`src/hdl/efsa_pkg.sv`:
```
package efsa_pkg;

	localparam int MAX_SERVERS   = 4;
	localparam int NUM_TIME_REGS = 4;
	localparam int TIME_W        = 16;
	localparam int ACT_W         = 3;
	localparam int IDX_W         = 2;
	localparam int CFG_IDX_W     = 3;
	localparam int CFG_DATA_W    = 16;
	localparam int SRV_W         = (MAX_SERVERS > 1) ? $clog2(MAX_SERVERS) : 1;
	localparam int CNT_W         = $clog2(MAX_SERVERS + 1);

	localparam logic [CFG_IDX_W-1:0] REG_ACTIVE_SERVERS = CFG_IDX_W'(0);
	localparam logic [CFG_IDX_W-1:0] REG_SERVICE_TIME_0 = CFG_IDX_W'(1);

	localparam logic [ACT_W-1:0]  ACTIVE_RESET  = ACT_W'(4);
	localparam logic [TIME_W-1:0] SERVICE_RESET = TIME_W'(1);

	typedef struct packed {
		logic start;
		logic step;
		logic update;
	} cmd_t;

	typedef struct packed {
		logic scan_done;
	} sts_t;

endpackage

```
`src/hdl/efsa_if.sv`:
```
interface efsa_job_if;
	logic valid;
	logic ready;
	logic start_new;
	modport source (output valid, output start_new, input ready);
	modport sink (input valid, input start_new, output ready);
endinterface

interface efsa_res_if;
	logic                       valid;
	logic                       ready;
	logic [efsa_pkg::IDX_W-1:0] server_index;
	modport source (output valid, output server_index, input ready);
	modport sink (input valid, input server_index, output ready);
endinterface

interface efsa_cfg_if;
	logic                            valid;
	logic                            ready;
	logic [efsa_pkg::CFG_IDX_W-1:0]  index;
	logic [efsa_pkg::CFG_DATA_W-1:0] data;
	modport source (output valid, output index, output data, input ready);
	modport sink (input valid, input index, input data, output ready);
endinterface

```
`src/hdl/efsa_ctrl.sv`:
```
module efsa_ctrl (
	input  logic           clk,
	input  logic           arst_n,
	input  logic           job_valid,
	output logic           job_ready,
	input  logic           res_ready,
	output logic           res_valid,
	output efsa_pkg::cmd_t cmd,
	input  efsa_pkg::sts_t sts
);
	import efsa_pkg::*;

	typedef enum logic [0:0] {
		ST_IDLE,
		ST_SCAN
	} state_t;

	state_t state_q;
	logic   res_valid_q;
	logic   slot_free;

	assign slot_free  = !res_valid_q || res_ready;
	assign job_ready  = (state_q == ST_IDLE);
	assign res_valid  = res_valid_q;

	always_comb begin
		cmd        = '0;
		cmd.start  = (state_q == ST_IDLE) && job_valid;
		cmd.step   = (state_q == ST_SCAN) && !sts.scan_done;
		cmd.update = (state_q == ST_SCAN) && sts.scan_done && slot_free;
	end

	always_ff @(posedge clk or negedge arst_n) begin
		if (!arst_n) begin
			state_q     <= ST_IDLE;
			res_valid_q <= 1'b0;
		end else begin
			case (state_q)
				ST_IDLE: begin
					if (cmd.start) begin
						state_q <= ST_SCAN;
					end
				end
				ST_SCAN: begin
					if (cmd.update) begin
						state_q <= ST_IDLE;
					end
				end
				default: begin
					state_q <= ST_IDLE;
				end
			endcase
			if (cmd.update) begin
				res_valid_q <= 1'b1;
			end else if (res_ready) begin
				res_valid_q <= 1'b0;
			end
		end
	end

	a_update_after_scan: assert property (@(posedge clk) disable iff (!arst_n)
		cmd.update |-> sts.scan_done)
		else $error("update issued before the scan finished");

	a_update_sets_valid: assert property (@(posedge clk) disable iff (!arst_n)
		cmd.update |=> res_valid)
		else $error("update did not present a result");

	a_result_held: assert property (@(posedge clk) disable iff (!arst_n)
		res_valid && !res_ready && !cmd.update |=> res_valid)
		else $error("pending result dropped");

endmodule

```
`src/hdl/efsa_dp.sv`:
```
module efsa_dp (
	input  logic                                clk,
	input  logic                                arst_n,
	input  efsa_pkg::cmd_t                      cmd,
	output efsa_pkg::sts_t                      sts,
	input  logic                                start_new,
	input  logic                                cfg_we,
	input  logic [efsa_pkg::CFG_IDX_W-1:0]      cfg_index,
	input  logic [efsa_pkg::CFG_DATA_W-1:0]     cfg_data,
	output logic [efsa_pkg::IDX_W-1:0]          server_index
);
	import efsa_pkg::*;

	logic [ACT_W-1:0]  active_q;
	logic [TIME_W-1:0] svc_q [MAX_SERVERS];
	logic [TIME_W-1:0] rem_q [MAX_SERVERS];
	logic [CNT_W-1:0]  j_q;
	logic [CNT_W-1:0]  n_act;
	logic [SRV_W-1:0]  best_q;
	logic [TIME_W-1:0] min_q;
	logic [TIME_W-1:0] rem_j;
	logic [IDX_W-1:0]  index_q;

	// clamp the active count to one .. MAX_SERVERS
	always_comb begin
		if (active_q == '0) begin
			n_act = CNT_W'(1);
		end else if (32'(active_q) > MAX_SERVERS) begin
			n_act = CNT_W'(MAX_SERVERS);
		end else begin
			n_act = CNT_W'(active_q);
		end
	end

	assign rem_j         = rem_q[j_q[SRV_W-1:0]];
	assign sts.scan_done = (j_q >= n_act);
	assign server_index  = index_q;

	always_ff @(posedge clk or negedge arst_n) begin
		if (!arst_n) begin
			active_q <= ACTIVE_RESET;
			for (int i = 0; i < MAX_SERVERS; i++) begin
				svc_q[i] <= SERVICE_RESET;
				rem_q[i] <= '0;
			end
		end else begin
			if (cfg_we) begin
				if (cfg_index == REG_ACTIVE_SERVERS) begin
					active_q <= cfg_data[ACT_W-1:0];
				end
				for (int i = 0; i < MAX_SERVERS; i++) begin
					if (i < NUM_TIME_REGS &&
					    32'(cfg_index) == 32'(REG_SERVICE_TIME_0) + i) begin
						svc_q[i] <= cfg_data[TIME_W-1:0];
					end
				end
			end
			if (cmd.start && start_new) begin
				for (int i = 0; i < MAX_SERVERS; i++) begin
					rem_q[i] <= '0;
				end
			end else if (cmd.update) begin
				// advance time on every active server, reload the winner
				for (int i = 0; i < MAX_SERVERS; i++) begin
					if (32'(i) < 32'(n_act)) begin
						if (SRV_W'(i) == best_q) begin
							rem_q[i] <= svc_q[i];
						end else begin
							rem_q[i] <= rem_q[i] - min_q;
						end
					end
				end
			end
		end
	end

	// scan registers: one server compared per step
	always_ff @(posedge clk) begin
		if (cmd.start) begin
			best_q <= '0;
			j_q    <= CNT_W'(1);
			min_q  <= start_new ? '0 : rem_q[0];
		end else if (cmd.step) begin
			j_q <= j_q + CNT_W'(1);
			if (rem_j < min_q) begin
				best_q <= j_q[SRV_W-1:0];
				min_q  <= rem_j;
			end
		end
		if (cmd.update) begin
			index_q <= IDX_W'(best_q);
		end
	end

endmodule

```
`src/hdl/earliest_free_server_assign_core.sv`:
```
// Channel  Role  Handshake      Payload
// job      sink  valid / ready  start_new (1 bit)
// res      src   valid / ready  server_index (2 bits)
// cfg      sink  valid / ready  index (3 bits), data (16 bits); ready tied high
//
// A job's scan steps through the active servers (count clamped to 1 .. 4) one
// at a time through the single comparator, then an update advances the active
// servers and reloads the winner; no new job is taken until that update.
// A finished result waits in the output register; a new job is taken while it
// waits, and the update stalls only if the previous result is still unread.
// Reset clears all remaining times, sets four active servers and unit times.
module earliest_free_server_assign_core (
	input  logic clk,
	input  logic arst_n,
	efsa_job_if.sink   job,
	efsa_res_if.source res,
	efsa_cfg_if.sink   cfg
);
	import efsa_pkg::*;

	cmd_t cmd;
	sts_t sts;

	// configuration is always taken in one beat
	assign cfg.ready = 1'b1;

	efsa_ctrl u_ctrl (
		.clk       (clk),
		.arst_n    (arst_n),
		.job_valid (job.valid),
		.job_ready (job.ready),
		.res_ready (res.ready),
		.res_valid (res.valid),
		.cmd       (cmd),
		.sts       (sts)
	);

	// datapath: server state, min scan and the result register
	efsa_dp u_dp (
		.clk          (clk),
		.arst_n       (arst_n),
		.cmd          (cmd),
		.sts          (sts),
		.start_new    (job.start_new),
		.cfg_we       (cfg.valid),
		.cfg_index    (cfg.index),
		.cfg_data     (cfg.data),
		.server_index (res.server_index)
	);

endmodule
```
`src/flat_wrapper.sv`:
```
// flat-port wrapper written by rule: the top's interface ports become plain ports
module earliest_free_server_assign_core_flat import efsa_pkg::*;
  (clk, arst_n, job_valid, job_start_new, job_ready, res_valid, res_server_index, res_ready, cfg_valid, cfg_index, cfg_data, cfg_ready);
  efsa_job_if job_i ();
  efsa_res_if res_i ();
  efsa_cfg_if cfg_i ();
  input  logic clk;
  input  logic arst_n;
  input wire logic [$bits(job_i.valid)-1:0] job_valid;
  input wire logic [$bits(job_i.start_new)-1:0] job_start_new;
  output wire logic [$bits(job_i.ready)-1:0] job_ready;
  output wire logic [$bits(res_i.valid)-1:0] res_valid;
  output wire logic [$bits(res_i.server_index)-1:0] res_server_index;
  input wire logic [$bits(res_i.ready)-1:0] res_ready;
  input wire logic [$bits(cfg_i.valid)-1:0] cfg_valid;
  input wire logic [$bits(cfg_i.index)-1:0] cfg_index;
  input wire logic [$bits(cfg_i.data)-1:0] cfg_data;
  output wire logic [$bits(cfg_i.ready)-1:0] cfg_ready;
  assign job_i.valid = job_valid;
  assign job_i.start_new = job_start_new;
  assign job_ready = job_i.ready;
  assign res_valid = res_i.valid;
  assign res_server_index = res_i.server_index;
  assign res_i.ready = res_ready;
  assign cfg_i.valid = cfg_valid;
  assign cfg_i.index = cfg_index;
  assign cfg_i.data = cfg_data;
  assign cfg_ready = cfg_i.ready;
  earliest_free_server_assign_core u_core (.clk(clk), .arst_n(arst_n), .job(job_i), .res(res_i), .cfg(cfg_i));
endmodule
```
`config.mk`:
```
export PLATFORM = sky130hd
export DESIGN_NAME = earliest_free_server_assign_core_flat
export DESIGN_NICKNAME = d
export VERILOG_FILES = /design/src/hdl/efsa_pkg.sv /design/src/hdl/efsa_if.sv /design/src/hdl/efsa_ctrl.sv /design/src/hdl/efsa_dp.sv /design/src/hdl/earliest_free_server_assign_core.sv /design/src/flat_wrapper.sv
export SDC_FILE = /design/constraint.sdc
export NUM_CORES = 1
export LEC_CHECK = 0
export BUFFER_PORTS_ARGS = -buffer_cell sky130_fd_sc_hd__buf_2
export CAP_MARGIN = 20
export CORE_MARGIN = 1
export CORE_UTILIZATION = 55
export CTS_CLUSTER_SIZE = 16
export DETAILED_ROUTE_END_ITERATION = 8
export PLACE_DENSITY = 0.72
export REMOVE_ABC_BUFFERS = 1
export SLEW_MARGIN = 30
export SYNTH_ARGS = -nofsm -noshare
export SYNTH_HDL_FRONTEND = slang
export SYNTH_HIERARCHICAL = 1
export SYNTH_SLANG_ARGS = --single-unit
```
`constraint.sdc`:
```
create_clock -name clk -period 5.6 [get_ports clk]
set_input_delay 0 -clock clk [delete_from_list [all_inputs] [get_ports clk]]
set_output_delay 0 -clock clk [all_outputs]
set_load 0.01 [all_outputs]
```
### Yosys cells after proc, flatten, opt, wreduce, memory -nomap -nowiden

Cells that the tools add are included.

| storage, ports and cells | value |
|---|---|
| memory bits (read-only) | 0 |
| RAM bits | 0 |
| memories | 0 |
| word-level logic and storage cells | 91 |
| bits of input ports | 25 |
| bits in registers | 156 |
| latch bits | 0 |

| cells by class | value |
|---|---|
| bitwise operators | 2 |
| add/sub/neg operators | 5 |
| divide/modulo/power cells | 0 |
| eq/ne operators | 7 |
| reductions and logical operators | 30 |
| mux-type cells | 24 |
| shifts and indexed selects | 0 |
| magnitude comparators | 8 |
| $mul | 0 |

Operators with widths:

| cell | number |
|---|---|
| $mux W16 | 14 |
| $mux W64 | 2 |
| $sub A16 B16 Y16 | 4 |
| $bmux W16 S2 | 1 |
| $reduce_and A2 Y1 | 11 |
| $lt A16 B16 Y1 | 1 |
| $reduce_bool A2 Y1 | 8 |
| $eq A3 B2 Y1 const B | 2 |
| $logic_not A3 Y1 | 2 |
| $lt A1 B3 Y1 const A | 2 |
| $lt A2 B3 Y1 const A | 2 |
| $mux W3 | 2 |
| $logic_and A1 B1 Y1 | 5 |
| $eq A2 B2 Y1 const A | 2 |
| $mux W1 | 4 |
| $add A3 B1 Y3 const B | 1 |
| $eq A3 B1 Y1 const B | 1 |
| $eq A3 B3 Y1 const B | 1 |
| $ge A3 B3 Y1 | 1 |
| $ge A3 B3 Y1 const B | 1 |
| $gt A3 B3 Y1 const B | 1 |
| $not A2 Y3 | 1 |
| $eq A1 B2 Y1 const A | 1 |
| $logic_not A1 Y1 | 2 |
| 4 further kinds | 4 |

### Logic depth before layout (Yosys ltp)

| depth | value |
|---|---|
| depth after elaboration | 8 |
| depth in mapped cells | 16 |

### Cells and area by module

The synthesis kept the hierarchy.

By module, submodules not included:

| module | cells an instance | sequential area each (um^2) | area each (um^2) | times used |
|---|---|---|---|---|
| efsa_dp | 974 | 3925.0 | 9834.4 | 1 |
| efsa_ctrl | 11 | 50.0 | 103.8 | 1 |
| earliest_free_server_assign_core | 2 | 0.0 | 11.3 | 1 |

### Worst setup path before layout

Ideal clock, no wire load.

| timing | value |
|---|---|
| kind | flip-flop to flip-flop |
| start | register u_core.u_dp.j_q[0] |
| end | register u_core/u_dp/rem_q[29] (netlist bit) |
| stages on the path, launching flop included | 16 |
| buffers on the path | 4 |
| arrival time | 3602 ps |
| library setup time | 66 ps |
| setup slack | 1931 ps |
| cell sequence | dfxtp_1 > buf_2 > buf_1 > inv_1 > ha_1 > nand2b_1 > a21o_1 > a21o_1 > nand2_1 > nor2b_1 > clkbuf_1 > a21oi_1 > inv_1 > o22ai_1 > clkbuf_1 > a22o_1 |

RTL lines:

| what | RTL line | text |
|---|---|---|
| from (decl) | efsa_dp.sv:17 | `logic [CNT_W-1:0] j_q;` |
| from (signal assigned) | efsa_dp.sv:84 | `j_q <= j_q + CNT_W'(1);` |
| to (signal, indexed assignment) | efsa_dp.sv:67 | `rem_q[i] <= svc_q[i];` |
| to (signal, indexed assignment) | efsa_dp.sv:69 | `rem_q[i] <= rem_q[i] - min_q;` |
| to (decl) | efsa_dp.sv:16 | `logic [TIME_W-1:0] rem_q [MAX_SERVERS];` |

### Worst setup path in the final report

| timing | value |
|---|---|
| start | register u_core.u_dp.j_q[1] |
| end | register u_core.u_dp.min_q[13] (enable) |

| between the ends | value |
|---|---|
| longest elaborated chain between the ends | 7 |
| elaborated cells between the ends (all ways) | 11 |
| those cells by class | order compare (2); mux (3); bitwise (1); reduce/logical (5) |

RTL lines:

| what | RTL line | text |
|---|---|---|
| $not A2 Y3 (not written as such) | efsa_dp.sv:35 | `assign rem_j = rem_q[j_q[SRV_W-1:0]];` |
| $bmux W16 S2 | efsa_dp.sv:35 |  |
| $mux W16 (not written as such) (2 in a row) | efsa_dp.sv:35 |  |
| $lt A16 B16 Y1 | efsa_dp.sv:85 | `if (rem_j < min_q) begin` |
| $reduce_bool A2 Y1 (no line) | - |  |
| $reduce_and A2 Y1 (no line) (*) | - |  |
| to (signal assigned) | efsa_dp.sv:82 | `min_q <= start_new ? '0 : rem_q[0];` |
| to (signal assigned) | efsa_dp.sv:87 | `min_q <= rem_j;` |
| to (decl) | efsa_dp.sv:20 | `logic [TIME_W-1:0] min_q;` |

Mark *: on every way between the ends. The rest lies on a longest branch, timed or not. The select of a mux whose other input is x is not followed.
A chain may end at the register's enable or synchronous reset.

==> impl_metrics.env <==
export IMPL_run_status="finished clean"
export IMPL_design_die_area_um2=18600
export IMPL_crit_fanout=20
export IMPL_fin_setup_tns_ps=0
export IMPL_post_dp_hpwl_um=18600
export IMPL_fin_area_um2=11200
export IMPL_cts_resized=0
export IMPL_chipHeight_um=137
export IMPL_syn_mean_instance_area_um2=10.1
export IMPL_ant_nets=0
export IMPL_wl_per_cell_um=20.1
export IMPL_cp_required_ps=5660
export IMPL_min_path_type="input port to register"
export IMPL_dr_pass1_iters=5
export IMPL_hold_path_endpoint="u_core/u_dp/active_q[0]"
export IMPL_synth_common_cells="128 x dfrtp_1, 79 x ha_1, 74 x a21oi_1, 74 x nor2_1, 71 x nand2_1"
export IMPL_cp_arrival_ps=3510
export IMPL_ys_top_cells_by_area="dfrtp_1 32%, ha_1 9.9%, mux2_2 7.4%"
export IMPL_grt_ovfl_total=0
export IMPL_synthArstFlopShare_pct=85.3
export IMPL_grt_max_degree=78
export IMPL_fin_crit_ps=3450
export IMPL_dr_total_vias=7856
export IMPL_yosysMostFrequentCell="dfrtp_1"
export IMPL_critPathKind="register to register"
export IMPL_diodes=0
export IMPL_drive_gt1_share_pct=17.0
export IMPL_antenna_found_initial=0
export IMPL_synth_top_area_share_pct=32.2
export IMPL_endpoint_kind="register"
export IMPL_place_congestion=0.881
export IMPL_hold_viol=0
export IMPL_core_area_um2=17500
export IMPL_wl_um=25400
export IMPL_ys_flop_type="dfrtp_1"
export IMPL_fin_skew_ps=12.6
export IMPL_synth_cell_area_um2=9950
export IMPL_setup_viol=0
export IMPL_num_rows=48
export IMPL_grtUsageTotal_pct=29.1
export IMPL_reg2reg_depth=8
export IMPL_worstMarginPinSlew_ps=992
export IMPL_io_pins=30
export IMPL_clock_latency_ps=430
export IMPL_maxCapViolations=0
export IMPL_fillers=1391
export IMPL_path_clk_slew_ps=70
export IMPL_numCtsBuffers=17
export IMPL_r2r_end="u_core/u_dp/min_q[13]"
export IMPL_layout_nets=1134
export IMPL_synth_distinct_cells=71
export IMPL_drc_errors=0
export IMPL_startpoint="u_core/u_dp/j_q[1]"
export IMPL_slew_violations=0
export IMPL_area_growth_pct=12.7
export IMPL_timing_fmax_ghz=0.290
export IMPL_post_cts_buffers=0
export IMPL_ys_seq_area_share_pct=40.0
export IMPL_grt_pass1_vias=7464
export IMPL_io_buffers=28
export IMPL_min_from="cfg_index[1]"
export IMPL_post_route_period_util_pct=61.6
export IMPL_cts_tree="built"
export IMPL_r2r_slack_ps=2150
export IMPL_startpoint_type="register"
export IMPL_rsz0062_at_grt="no"
export IMPL_place_area_um2=10400
export IMPL_slew_headroom_pct=33.9
export IMPL_yosys_warnings=6
export IMPL_grt_pass1_wl_um=40300
export IMPL_ys_ff_latch=156
export IMPL_synth_edf_count=18
export IMPL_hold_buffers=21
export IMPL_synthCells=987
export IMPL_hold_path_depth=3
export IMPL_start_util_pct=56.9
export IMPL_rr_startpoint="u_core/u_dp/j_q[1]"
export IMPL_synth_top_area_cell="dfrtp_1"
export IMPL_htree_levels=4
export IMPL_cts_buffer_depth=2
export IMPL_die_w_um=137
export IMPL_drt_iter0_drc=742
export IMPL_ctsRootBufferMaster="clkbuf_16"
export IMPL_cts_sinks=156
export IMPL_vias_per_cell=6.22
==> routing by layer <==
layer	GRT usage (%)	part of all wire, %	up-vias
met5	0	0	-
met4	6.54	1.0	0
met3	6.19	7.0	22
met2	44.3	45	264
met1	42.4	47	3843
li1	-	-	3727
==> how the worst max path moves through the flow <==
stage / end / slack [ps] / depth (start not counted)
2_1_floorplan: u_core/u_dp/rem_q[26] / 990 / 11
3_3_place_gp: u_core/u_dp/min_q[15] / 1820 / 10
3_5_place_dp: u_core/u_dp/min_q[0] / 2170 / 8
4_1_cts: u_core/u_dp/min_q[2] / 2150 / 8
5_1_grt: u_core/u_dp/min_q[12] / 1870 / 10
6_report: u_core/u_dp/min_q[13] / 2150 / 8
==> critical path, stage by stage, from the launching register on <==
cell and delay [ps]:
dfxtp_1 830, mux4_2 610, ha_1 310, nand4_1 160, nor3_1 80, nor3b_1 190, o211ai_1 110, a41o_1 260
nand2_1 510
==> stage by stage <==
| step | util, % | instances | setup WS [ps] | hold slack, ps |
|---|---|---|---|---|
| floorplan | - | 944 | 985 | -296 |
| global placement | 59.2 | 1209 | 1820 | 76.7 |
| detailed placement | 59.3 | 1211 | 2170 | 74.3 |
| CTS | 64.2 | 1264 | 2150 | 20.4 |
| global route | 64.2 | 1264 | 1870 | 70.7 |
| finish | 64.2 | 1264 | 2150 | 29.1 |
==> logic make-up (layout without fill, tap and decap cells) <==
group,after synthesis,after routing,synth area share (%)
adder cells (fa/ha/maj),83,83,10.7
buffers and inverters,84,136,3.22
multiplexers,86,86,11.5
flip-flops,156,156,40.0
AND/OR/NAND/NOR,242,242,11.5
other,1,1,0.0377
AO/OA/AOI/OAI,288,288,18.9
XOR/XNOR,47,47,4.14
==> layout make-up <==
cell class	instances	area [um2]	share of cell area, %
sequential	156	3980	35.4
timing repair buffer	63	469	4.18
clock inverter	11	164	1.46
inverter	41	154	1.37
multi-input combinational	747	5700	50.8
clock buffer	21	470	4.19
tap	225	282	2.51
==> state kept, by name, indices dropped and copies added (netlist names) <==
| register | count |
|---|---|
| u_core/u_dp/active_q | 3 |
| u_core/u_dp/server_index | 2 |
| u_core/u_dp/j_q | 3 |
| u_core/u_dp/min_q | 16 |
| u_core/u_ctrl/state_q | 1 |
| u_core/u_ctrl/res_valid | 1 |
| u_core/u_dp/svc_q | 64 |
| u_core/u_dp/rem_q | 64 |
| u_core/u_dp/best_q | 2 |
==> cell usage in the layout, fill, tap and decap left out, types with 6 or more instances in the layout <==
cell / netlist / layout
mux2_2: 65 / 65
o21ai_1: 31 / 31
nand2_1: 71 / 71
inv_1: 40 / 40
a21oi_1: 74 / 74
nor2b_1: 14 / 11
clkbuf_16: 0 / 17
a32oi_1: 9 / 9
o21ai_0: 46 / 46
o21a_1: 8 / 8
or3_1: 7 / 7
edfxtp_1: 18 / 18
a21o_1: 15 / 15
o31ai_1: 6 / 6
nor3_1: 23 / 22
dfrtp_1: 128 / 128
buf_4: 1 / 13
nor2_1: 74 / 72
a22o_1: 27 / 27
o211ai_1: 8 / 8
ha_1: 79 / 79
nand2b_1: 11 / 11
buf_2: 1 / 27
xor2_1: 19 / 19
nand3_1: 12 / 12
mux4_2: 16 / 16
a31oi_1: 8 / 8
a211oi_1: 14 / 14
dlygate4sd3_1: 0 / 21
xnor2_1: 28 / 28
Power is left out: the tool's default activity adds up to more than one toggle a clock period on the data nets, which glitch-free logic cannot reach.
